### config.mk
export PLATFORM = sky130hd
export DESIGN_NAME = flash_sector_writeback_buffer
export DESIGN_NICKNAME = d
export VERILOG_FILES = /design/src/hdl/fswb_pkg.sv /design/src/hdl/fswb_policy.sv /design/src/hdl/flash_sector_writeback_buffer.sv
export VERILOG_INCLUDE_DIRS = /design/src /design/src/hdl
export SDC_FILE = /design/constraint.sdc
export NUM_CORES = 1
export LEC_CHECK = 0
export BUFFER_PORTS_ARGS = -buffer_cell sky130_fd_sc_hd__buf_2
export CAP_MARGIN = 20
export CORE_AREA = 2 2 137 139
export DETAILED_ROUTE_END_ITERATION = 6
export DIE_AREA = 0 0 139 141
export GPL_ROUTABILITY_DRIVEN = 0
export PLACE_DENSITY_LB_ADDON = 0.1
export SYNTH_ARGS = -nofsm -noshare
export SYNTH_HDL_FRONTEND = slang
export SYNTH_SLANG_ARGS = --single-unit
export TNS_END_PERCENT = 1
### constraint.sdc
create_clock -name clk -period 6.54 [get_ports clk]
set_input_delay 1.308 -clock clk [delete_from_list [all_inputs] [get_ports clk]]
set_output_delay 1.308 -clock clk [all_outputs]
set_load 0.05 [all_outputs]
### src/hdl/flash_sector_writeback_buffer_assert.svh
// Assertion macros shared by the sector buffer RTL.
`ifndef FLASH_SECTOR_WRITEBACK_BUFFER_ASSERT_SVH
`define FLASH_SECTOR_WRITEBACK_BUFFER_ASSERT_SVH

// Checked only outside reset.
`define FSWB_ASSERT(name, prop, msg) \
  name: assert property (@(posedge clk) disable iff (rst) prop) else $error(msg);

// Checked at every edge, reset included.
`define FSWB_ASSERT_ALWAYS(name, prop, msg) \
  name: assert property (@(posedge clk) prop) else $error(msg);

`endif

### src/hdl/fswb_pkg.sv
`timescale 1ns / 1ps

package fswb_pkg;

  // Section geometry
  localparam int SECTORS_PER_SECTION = 8;
  localparam int SECTION_W = 13;
  localparam int SLOT_W = 3;
  localparam int MASK_W = 8;
  localparam logic [MASK_W-1:0] SLOT_MASK = MASK_W'((1 << SECTORS_PER_SECTION) - 1);

  // Result buffer sizing
  localparam int MAX_RESULTS = 3;
  localparam int CNT_W = 2;

  localparam logic [15:0] INTERVAL_RESET = 16'd10000;

  typedef enum logic [1:0] {
    ACT_READ  = 2'd0,
    ACT_WRITE = 2'd1,
    ACT_CYCLE = 2'd2
  } action_t;

  typedef enum logic [3:0] {
    KIND_REJECT        = 4'd0,
    KIND_READ_START    = 4'd1,
    KIND_READ_SECTION  = 4'd2,
    KIND_READ_FLASH    = 4'd3,
    KIND_WRITE_START   = 4'd4,
    KIND_WRITE_SECTION = 4'd5,
    KIND_COMMIT_START  = 4'd6,
    KIND_COMMIT_SECTION = 4'd7,
    KIND_CYCLE_END     = 4'd8
  } kind_t;

  typedef struct packed {
    logic [1:0]  action;
    logic [15:0] lba;
    logic        whole_sector;
    logic        forced;
    logic [31:0] now_ms;
  } item_t;

  typedef struct packed {
    kind_t                kind;
    logic [SECTION_W-1:0] section;
    logic [SLOT_W-1:0]    sector;
    logic [MASK_W-1:0]    fill_mask;
    logic                 cycle_ran;
    logic                 last;
  } result_t;

endpackage

### src/hdl/fswb_policy.sv
`timescale 1ns / 1ps

// Cache policy: holds buffer state, decides the results of one request.
module fswb_policy (
  input  logic                   clk,
  input  logic                   rst,
  input  fswb_pkg::item_t        item,
  input  logic                   take,
  input  logic [15:0]            commit_period,
  output fswb_pkg::result_t      results [fswb_pkg::MAX_RESULTS],
  output logic [fswb_pkg::CNT_W-1:0] result_count
);
  import fswb_pkg::*;

  logic                 start_dirty, start_dirty_next;
  logic [SECTION_W-1:0] open_section, open_section_next;
  logic [MASK_W-1:0]    dirty_mask, dirty_mask_next;
  logic [31:0]          last_commit_ms, last_commit_ms_next;

  logic [SECTION_W-1:0] sec;
  logic [SLOT_W-1:0]    slot;
  logic [MASK_W-1:0]    slot_bit;
  logic [31:0]          due_ms;
  logic [CNT_W-1:0]     n;

  // Address split and interval deadline
  assign sec      = SECTION_W'(item.lba / SECTORS_PER_SECTION);
  assign slot     = SLOT_W'(item.lba % SECTORS_PER_SECTION);
  assign slot_bit = MASK_W'(1) << slot;
  assign due_ms   = last_commit_ms + 32'(commit_period);

  // Result and next-state decision
  always_comb begin
    n = '0;
    for (int i = 0; i < MAX_RESULTS; i++) begin
      results[i] = '0;
    end
    start_dirty_next    = start_dirty;
    open_section_next   = open_section;
    dirty_mask_next     = dirty_mask;
    last_commit_ms_next = last_commit_ms;

    unique case (item.action)
      ACT_READ: begin
        results[0].last   = 1'b1;
        n = CNT_W'(1);
        if (!item.whole_sector) begin
          results[0].kind = KIND_REJECT;
        end else begin
          results[0].section = sec;
          results[0].sector  = slot;
          if (sec == '0) begin
            results[0].kind = KIND_READ_START;
          end else if (sec == open_section && (dirty_mask & slot_bit) != '0) begin
            results[0].kind = KIND_READ_SECTION;
          end else begin
            results[0].kind = KIND_READ_FLASH;
          end
        end
      end
      ACT_WRITE: begin
        if (!item.whole_sector) begin
          results[0].kind = KIND_REJECT;
          results[0].last = 1'b1;
          n = CNT_W'(1);
        end else if (sec == '0) begin
          start_dirty_next   = 1'b1;
          results[0].kind    = KIND_WRITE_START;
          results[0].sector  = slot;
          results[0].last    = 1'b1;
          n = CNT_W'(1);
        end else begin
          // Switching sections flushes the old one first
          if (sec != open_section && dirty_mask != '0) begin
            results[n].kind      = KIND_COMMIT_SECTION;
            results[n].section   = open_section;
            results[n].fill_mask = ~dirty_mask & SLOT_MASK;
            n = n + CNT_W'(1);
            dirty_mask_next = slot_bit & SLOT_MASK;
          end else begin
            dirty_mask_next = (dirty_mask | slot_bit) & SLOT_MASK;
          end
          open_section_next  = sec;
          results[n].kind    = KIND_WRITE_SECTION;
          results[n].section = sec;
          results[n].sector  = slot;
          results[n].last    = 1'b1;
          n = n + CNT_W'(1);
        end
      end
      ACT_CYCLE: begin
        if (!item.forced && item.now_ms < due_ms) begin
          results[0].kind = KIND_CYCLE_END;
          results[0].last = 1'b1;
          n = CNT_W'(1);
        end else begin
          last_commit_ms_next = item.now_ms;
          if (start_dirty) begin
            results[n].kind = KIND_COMMIT_START;
            n = n + CNT_W'(1);
            start_dirty_next = 1'b0;
          end
          if (dirty_mask != '0) begin
            results[n].kind      = KIND_COMMIT_SECTION;
            results[n].section   = open_section;
            results[n].fill_mask = ~dirty_mask & SLOT_MASK;
            n = n + CNT_W'(1);
            dirty_mask_next = '0;
          end
          results[n].kind      = KIND_CYCLE_END;
          results[n].cycle_ran = 1'b1;
          results[n].last      = 1'b1;
          n = n + CNT_W'(1);
        end
      end
      default: begin
        results[0].kind = KIND_REJECT;
        results[0].last = 1'b1;
        n = CNT_W'(1);
      end
    endcase
  end

  assign result_count = n;

  // Buffer state
  always_ff @(posedge clk) begin
    if (rst) begin
      start_dirty    <= 1'b0;
      open_section   <= '0;
      dirty_mask     <= '0;
      last_commit_ms <= '0;
    end else if (take) begin
      start_dirty    <= start_dirty_next;
      open_section   <= open_section_next;
      dirty_mask     <= dirty_mask_next;
      last_commit_ms <= last_commit_ms_next;
    end
  end

endmodule

### src/hdl/flash_sector_writeback_buffer.sv
`timescale 1ns / 1ps

// Write-back sector cache policy for a flash-backed disk. A request is
// registered on transfer, decided by the policy logic once the result buffer
// is free, and its one to three results are then delivered one per cycle,
// while rsp_stall is low, from a small result buffer. The next request may be
// transferred while results are still waiting, and it is decided in the cycle
// the last waiting result leaves. The interval register is written through
// cfg_valid/cfg_data, which is always ready, and should only change while idle.
module flash_sector_writeback_buffer (
  input  logic        clk,
  input  logic        rst,
  // Interval register write
  input  logic        cfg_valid,
  output logic        cfg_ready,
  input  logic [15:0] cfg_data,
  // Request channel
  input  logic        req_valid,
  output logic        req_stall,
  input  logic [1:0]  action,
  input  logic [15:0] lba,
  input  logic        whole_sector,
  input  logic        forced,
  input  logic [31:0] now_ms,
  // Result channel
  output logic        rsp_valid,
  input  logic        rsp_stall,
  output logic [3:0]  kind,
  output logic [12:0] section,
  output logic [2:0]  sector,
  output logic [7:0]  fill_mask,
  output logic        cycle_ran,
  output logic        last
);
  import fswb_pkg::*;

  logic [15:0]      commit_period;
  item_t            item;
  logic             item_valid;
  logic             take;
  logic             buf_free;
  logic             req_xfer;
  logic             rsp_xfer;
  result_t          results [MAX_RESULTS];
  logic [CNT_W-1:0] result_count;
  result_t          res_buf [MAX_RESULTS];
  logic [CNT_W-1:0] head;
  logic [CNT_W-1:0] count;
  result_t          head_res;

  // Interval register
  assign cfg_ready = 1'b1;
  always_ff @(posedge clk) begin
    if (rst) begin
      commit_period <= INTERVAL_RESET;
    end else if (cfg_valid && cfg_ready) begin
      commit_period <= cfg_data;
    end
  end

  // Handshake control
  assign rsp_valid = (count != '0);
  assign rsp_xfer  = rsp_valid && !rsp_stall;
  assign buf_free  = (count == '0) || (count == CNT_W'(1) && rsp_xfer);
  assign take      = item_valid && buf_free;
  assign req_stall = item_valid && !take;
  assign req_xfer  = req_valid && !req_stall;

  // Request register
  always_ff @(posedge clk) begin
    if (rst) begin
      item_valid <= 1'b0;
    end else if (req_xfer) begin
      item_valid <= 1'b1;
    end else if (take) begin
      item_valid <= 1'b0;
    end
  end

  always_ff @(posedge clk) begin
    if (req_xfer) begin
      item.action       <= action;
      item.lba          <= lba;
      item.whole_sector <= whole_sector;
      item.forced       <= forced;
      item.now_ms       <= now_ms;
    end
  end

  fswb_policy u_policy (
    .clk           (clk),
    .rst           (rst),
    .item          (item),
    .take          (take),
    .commit_period (commit_period),
    .results       (results),
    .result_count  (result_count)
  );

  // Result buffer control
  always_ff @(posedge clk) begin
    if (rst) begin
      head  <= '0;
      count <= '0;
    end else if (take) begin
      head  <= '0;
      count <= result_count;
    end else if (rsp_xfer) begin
      head  <= head + CNT_W'(1);
      count <= count - CNT_W'(1);
    end
  end

  always_ff @(posedge clk) begin
    if (take) begin
      for (int i = 0; i < MAX_RESULTS; i++) begin
        res_buf[i] <= results[i];
      end
    end
  end

  // Result fields
  assign head_res  = res_buf[head];
  assign kind      = head_res.kind;
  assign section   = head_res.section;
  assign sector    = head_res.sector;
  assign fill_mask = head_res.fill_mask;
  assign cycle_ran = head_res.cycle_ran;
  assign last      = head_res.last;

`include "flash_sector_writeback_buffer_assert.svh"

  `FSWB_ASSERT(a_last_closes, rsp_valid |-> (last == (count == CNT_W'(1))), "bad last flag")
  `FSWB_ASSERT(a_take_fills, take |=> rsp_valid, "decided request left no result")
  `FSWB_ASSERT_ALWAYS(a_stall_needs_item, req_stall |-> item_valid, "stall with no item")

endmodule
==> summary.md <==
| Metric | Value |
|---|---|
| Die width | `approximately 140 microns` |
| Largest net degree at the start of global routing | `a little over 60` |
| Outcome | `complete, no violations` |
| Clk sinks | `187` |
| DR WL/cell | `roughly 16 microns` |
| Clock Latency Late Sink | `~440 ps` |
| Number of synthesized flops with an enable pin | `110` |
| Crit path max-delay cell type | `o221ai_1` |
| Post-synthesis simple-gate area fraction | `15.0%` |
| Wirelength, routed | `20.4 mm` |
| First-pass GRT wire length | `around 34 mm` |
| Layout area overhead | `13.3%` |
| Port Buffers | `104` |
| Sw frac | `between 20% and 30%` |
| CTS tree | `yes` |
| Combinational share of power | `a little under a fifth` |
| Largest family of logic cells by synthesized area | `simple AND/OR/NAND/NOR gates` |
| Power Internal | `approximately 2.1 mW` |
| Worst-path fanout max | `13` |
| Crit. End Element | `flip-flop` |
| Post-synth top area cell | `edfxtp_1` |
| Ys Warns | `0` |
| Final ANT Viol Nets | `0` |
| Max Cap Violations | `0` |
| Critical Path RT | `approximately 6700 ps` |
| Final Core Density | `between 60 and 70%` |
| I/O pin count | `about 110` |
| Clk pwr share | `between 30% and 40%` |
| Worst setup SP type | `flip-flop` |
| All-Layer GR Usage | `between 20% and 30%` |
| CTS root buf | `clkbuf_16` |
| PD cells | `roughly 280 mW/mm^2` |
| Mux share of post-synthesis cell area | `a little under a tenth` |
| Slew HR | `just under 30%` |
| Yosys cell types | `slightly above 60` |
| Actual slew at the worst max-slew pin | `around 1100 ps` |
| Initial antenna violation count | `0` |
| Min-Delay Path Class | `reg2reg` |
| Compound-Gate Fraction of Synth Area | `11.6%` |
| CTS Buffer Depth | `2` |
| Xor/xnor cell area share of the yosys netlist | `3.76%` |
| Critical path data arrival time | `slightly above 5000 ps` |
| Post-CTS setup buffers | `0` |
| Mapped Area | `a little under 0.01 sq mm` |
| Synth Flop Type | `edfxtp_1` |
| Die area | `about 0.020 sq mm` |
| TritonCTS buffer count | `17` |
| Worst vdd ir | `roughly 0.21 mV` |
| Cells after Synth | `about 940` |
| Leakage Power | `between 4 and 5 nW` |
| Asr flop ratio synth | `0%` |
| Reg power frac | `roughly 46%` |
| Fill count | `1539` |
| H-tree Lvls | `4` |
| Part of the cycle the worst path needs | `75.3%` |
| DRT Pass-1 Iters | `5` |
| RSZ-0062 raised after global routing | `false` |
| Final setup viols | `0` |
| Initial Utilization | `between 50% and 60%` |
| HPWL Detailed | `between 10 and 15 mm` |
| Seq/Total Area, Yosys | `between 40% and 50%` |
| Via-to-Cell Ratio | `~5.6` |
| R2r setup slk | `1620 ps` |
| Vert. Die Dim | `around 140 microns` |
| Synth Area in Adders | `approximately 7.4%` |
| Post-CTS Hold Fix Bufs | `0` |
| N_diodes | `0` |
| Total gr overflow | `0` |
| Final hold slack | `~470 ps` |
| FMAX | `about 200 MHz` |
| CORE AREA | `0.0183 sq mm` |
| TNS Setup | `0 ps` |
| Syn nets | `1074` |
| Setup CP Type | `reg2reg` |
| Crit-path max cell delay | `700 ps` |
| Cell Chain, Critical Path | `ha_1 > inv_1 > fa_1 > nor2b_1 > o31a_1 > o2111ai_1 > nand2_1 > o221ai_1 > nor3_1 > xnor2_1 > ha_1 > nand2_1 > nor2_1 > a211oi_1 > o211ai_1 > a32o_1 > o211ai_1 > buf_4 > o32ai_1` |
| 1st-iter DRT viols | `about 590` |
| Final hold vios | `0` |
| Synth top area cells | `edfxtp_1, dfxtp_1, mux2i_1` |
| Final Max Slew Viols | `0` |
| Routed via count | `roughly 7.2k` |
| FF+latch count, synth | `between 150 and 200` |
| Final non-filler cell area | `0.0111 sq mm` |
| Post-CTS resize count | `0` |
| Period minus WS final | `4920 ps` |
| Synth top area share | `33.8%` |
| Syn avg cell area | `between 10 and 15 sq um` |
| # DRC | `0` |
| DP Area | `between 0.01 and 0.015 sq mm` |
| Site Rows | `50` |
| Clock Skew | `between 8 and 9 ps` |
| Switching power total | `912 uW` |
| Vias in the first global route | `6733` |
| Final nets | `about 1.2k` |
| Fraction of layout cells with a size suffix above 1 | `14.5%` |
| Worst-path clk slew | `approximately 70 ps` |
[cell type report]
type	instances	area [sq um]	area share, %
flip-flops and latches	187	4840	43.8
repair buffers	114	596	5.38
multi-input cells	679	4610	41.7
inverters	34	128	1.15
well taps	234	293	2.64
clock inverters	15	174	1.57
clock buffers	17	425	3.84
[worst paths after layout]
path                                                               from                                       to  depth (start not counted)
worst max-delay path                      commit_period[0]$_SDFFE_PP0P_             res_buf[1][25]$_SDFFCE_PN0P_                         19
worst min-delay path            u_policy.last_commit_ms[2]$_SDFFE_PP0P_  u_policy.last_commit_ms[2]$_SDFFE_PP0P_                          2
worst max register to register            commit_period[0]$_SDFFE_PP0P_             res_buf[1][25]$_SDFFCE_PN0P_                         19
worst min register to register  u_policy.last_commit_ms[2]$_SDFFE_PP0P_  u_policy.last_commit_ms[2]$_SDFFE_PP0P_                          2
[power by group through the flow]
stage	combinational [mW]	clock, mW	sequential (mW)
finish	0.587	1.06	1.41
global route	0.644	1.12	1.42
CTS	0.590	1.08	1.41
detailed placement	0.587	0	1.44
global placement	0.583	0	1.43
floorplan	0.461	0	1.41
[worst max-delay path, delay by kind of cell (launching register included)]
family                     cells  cell delay, ps
AOI/OAI and AO/OA              8            2610
adders and majority gates      3             700
and+or+nand+nor                5             470
buffers and inverters          2             400
DFF                            1             310
xor gates and xnor gates       1             170
[synthesized netlist by cell type (all sizes together), types with 2 or more instances]
library cell,number
buf,11
a2111oi,2
and2,10
nor2b,12
nor4b,4
a211o,2
xnor2,28
a32oi,21
inv,34
o211a,2
o2111ai,2
o21ai,31
a21oi,46
mux2i,86
and4,2
and3,5
clkbuf,33
or3,3
nand2,119
o41ai,13
a21o,7
nor3,17
o31ai,6
nand3,10
o21a,6
edfxtp,110
nor2,100
a211oi,6
xor2,14
nand4,12
nor4,6
a41o,2
mux4,2
a31oi,6
dfxtp,77
nand2b,16
o211ai,6
ha,56
nor3b,4
[state kept, by name (all words and copies together), names as in the netlist, named ones only]
| register | count |
|---|---|
| head | 2 |
| u_policy.last_commit_ms | 32 |
| commit_period | 16 |
| u_policy.open_section | 13 |
| item_valid | 1 |
| res_buf | 58 |
| count | 2 |
| item | 52 |
| u_policy.start_dirty | 1 |
| u_policy.dirty_mask | 8 |
[layer usage]
layer  share of wire, %  GRT usage, %  routed length (microns)  vias to the layer above
met5                  0             0                        0                        -
met4                1.2          5.53                      252                        0
li1                   -             -                        -                     3606
met1                 48          29.8                     9870                     3372
met3                4.3          4.31                      875                       24
met2                 46          34.0                     9370                      178
[logic make-up after synthesis]
| group | Yosys count |
|---|---|
| adders and majority gates | 57 |
| muxes | 89 |
| DFF | 187 |
| xor gates and xnor gates | 42 |
| buffers and inverters | 78 |
| other | 1 |
| AOI/OAI and AO/OA | 167 |
| and+or+nand+nor | 323 |
[per-stage QoR]
step	power, mW	instances	worst slack [ps]
final	3.05	1280	1620
after global routing	3.19	1280	1220
after CTS	3.08	1279	1610
after detailed placement	2.02	1247	1650
after global placement	2.02	1247	1740
after floorplan	1.87	944	2100
[cell usage in the layout, fill, tap and decap left out, drive strengths merged, types with 7 or more instances in the layout]
| master | netlist | layout |
|---|---|---|
| a21o | 7 | 7 |
| nor2 | 100 | 100 |
| edfxtp | 110 | 110 |
| o41ai | 13 | 13 |
| nor3 | 17 | 17 |
| inv | 34 | 36 |
| and2 | 10 | 10 |
| a21oi | 46 | 46 |
| mux2i | 86 | 86 |
| clkbuf | 33 | 17 |
| ha | 56 | 56 |
| nor2b | 12 | 12 |
| nand2b | 16 | 16 |
| a32oi | 21 | 21 |
| o21ai | 31 | 31 |
| nand2 | 119 | 119 |
| xnor2 | 28 | 28 |
| buf | 11 | 114 |
| dfxtp | 77 | 77 |
| nand3 | 10 | 10 |
| xor2 | 14 | 14 |
| clkinv | 0 | 10 |
| nand4 | 12 | 12 |
Note: power is estimated with default switching activity, not from simulation.
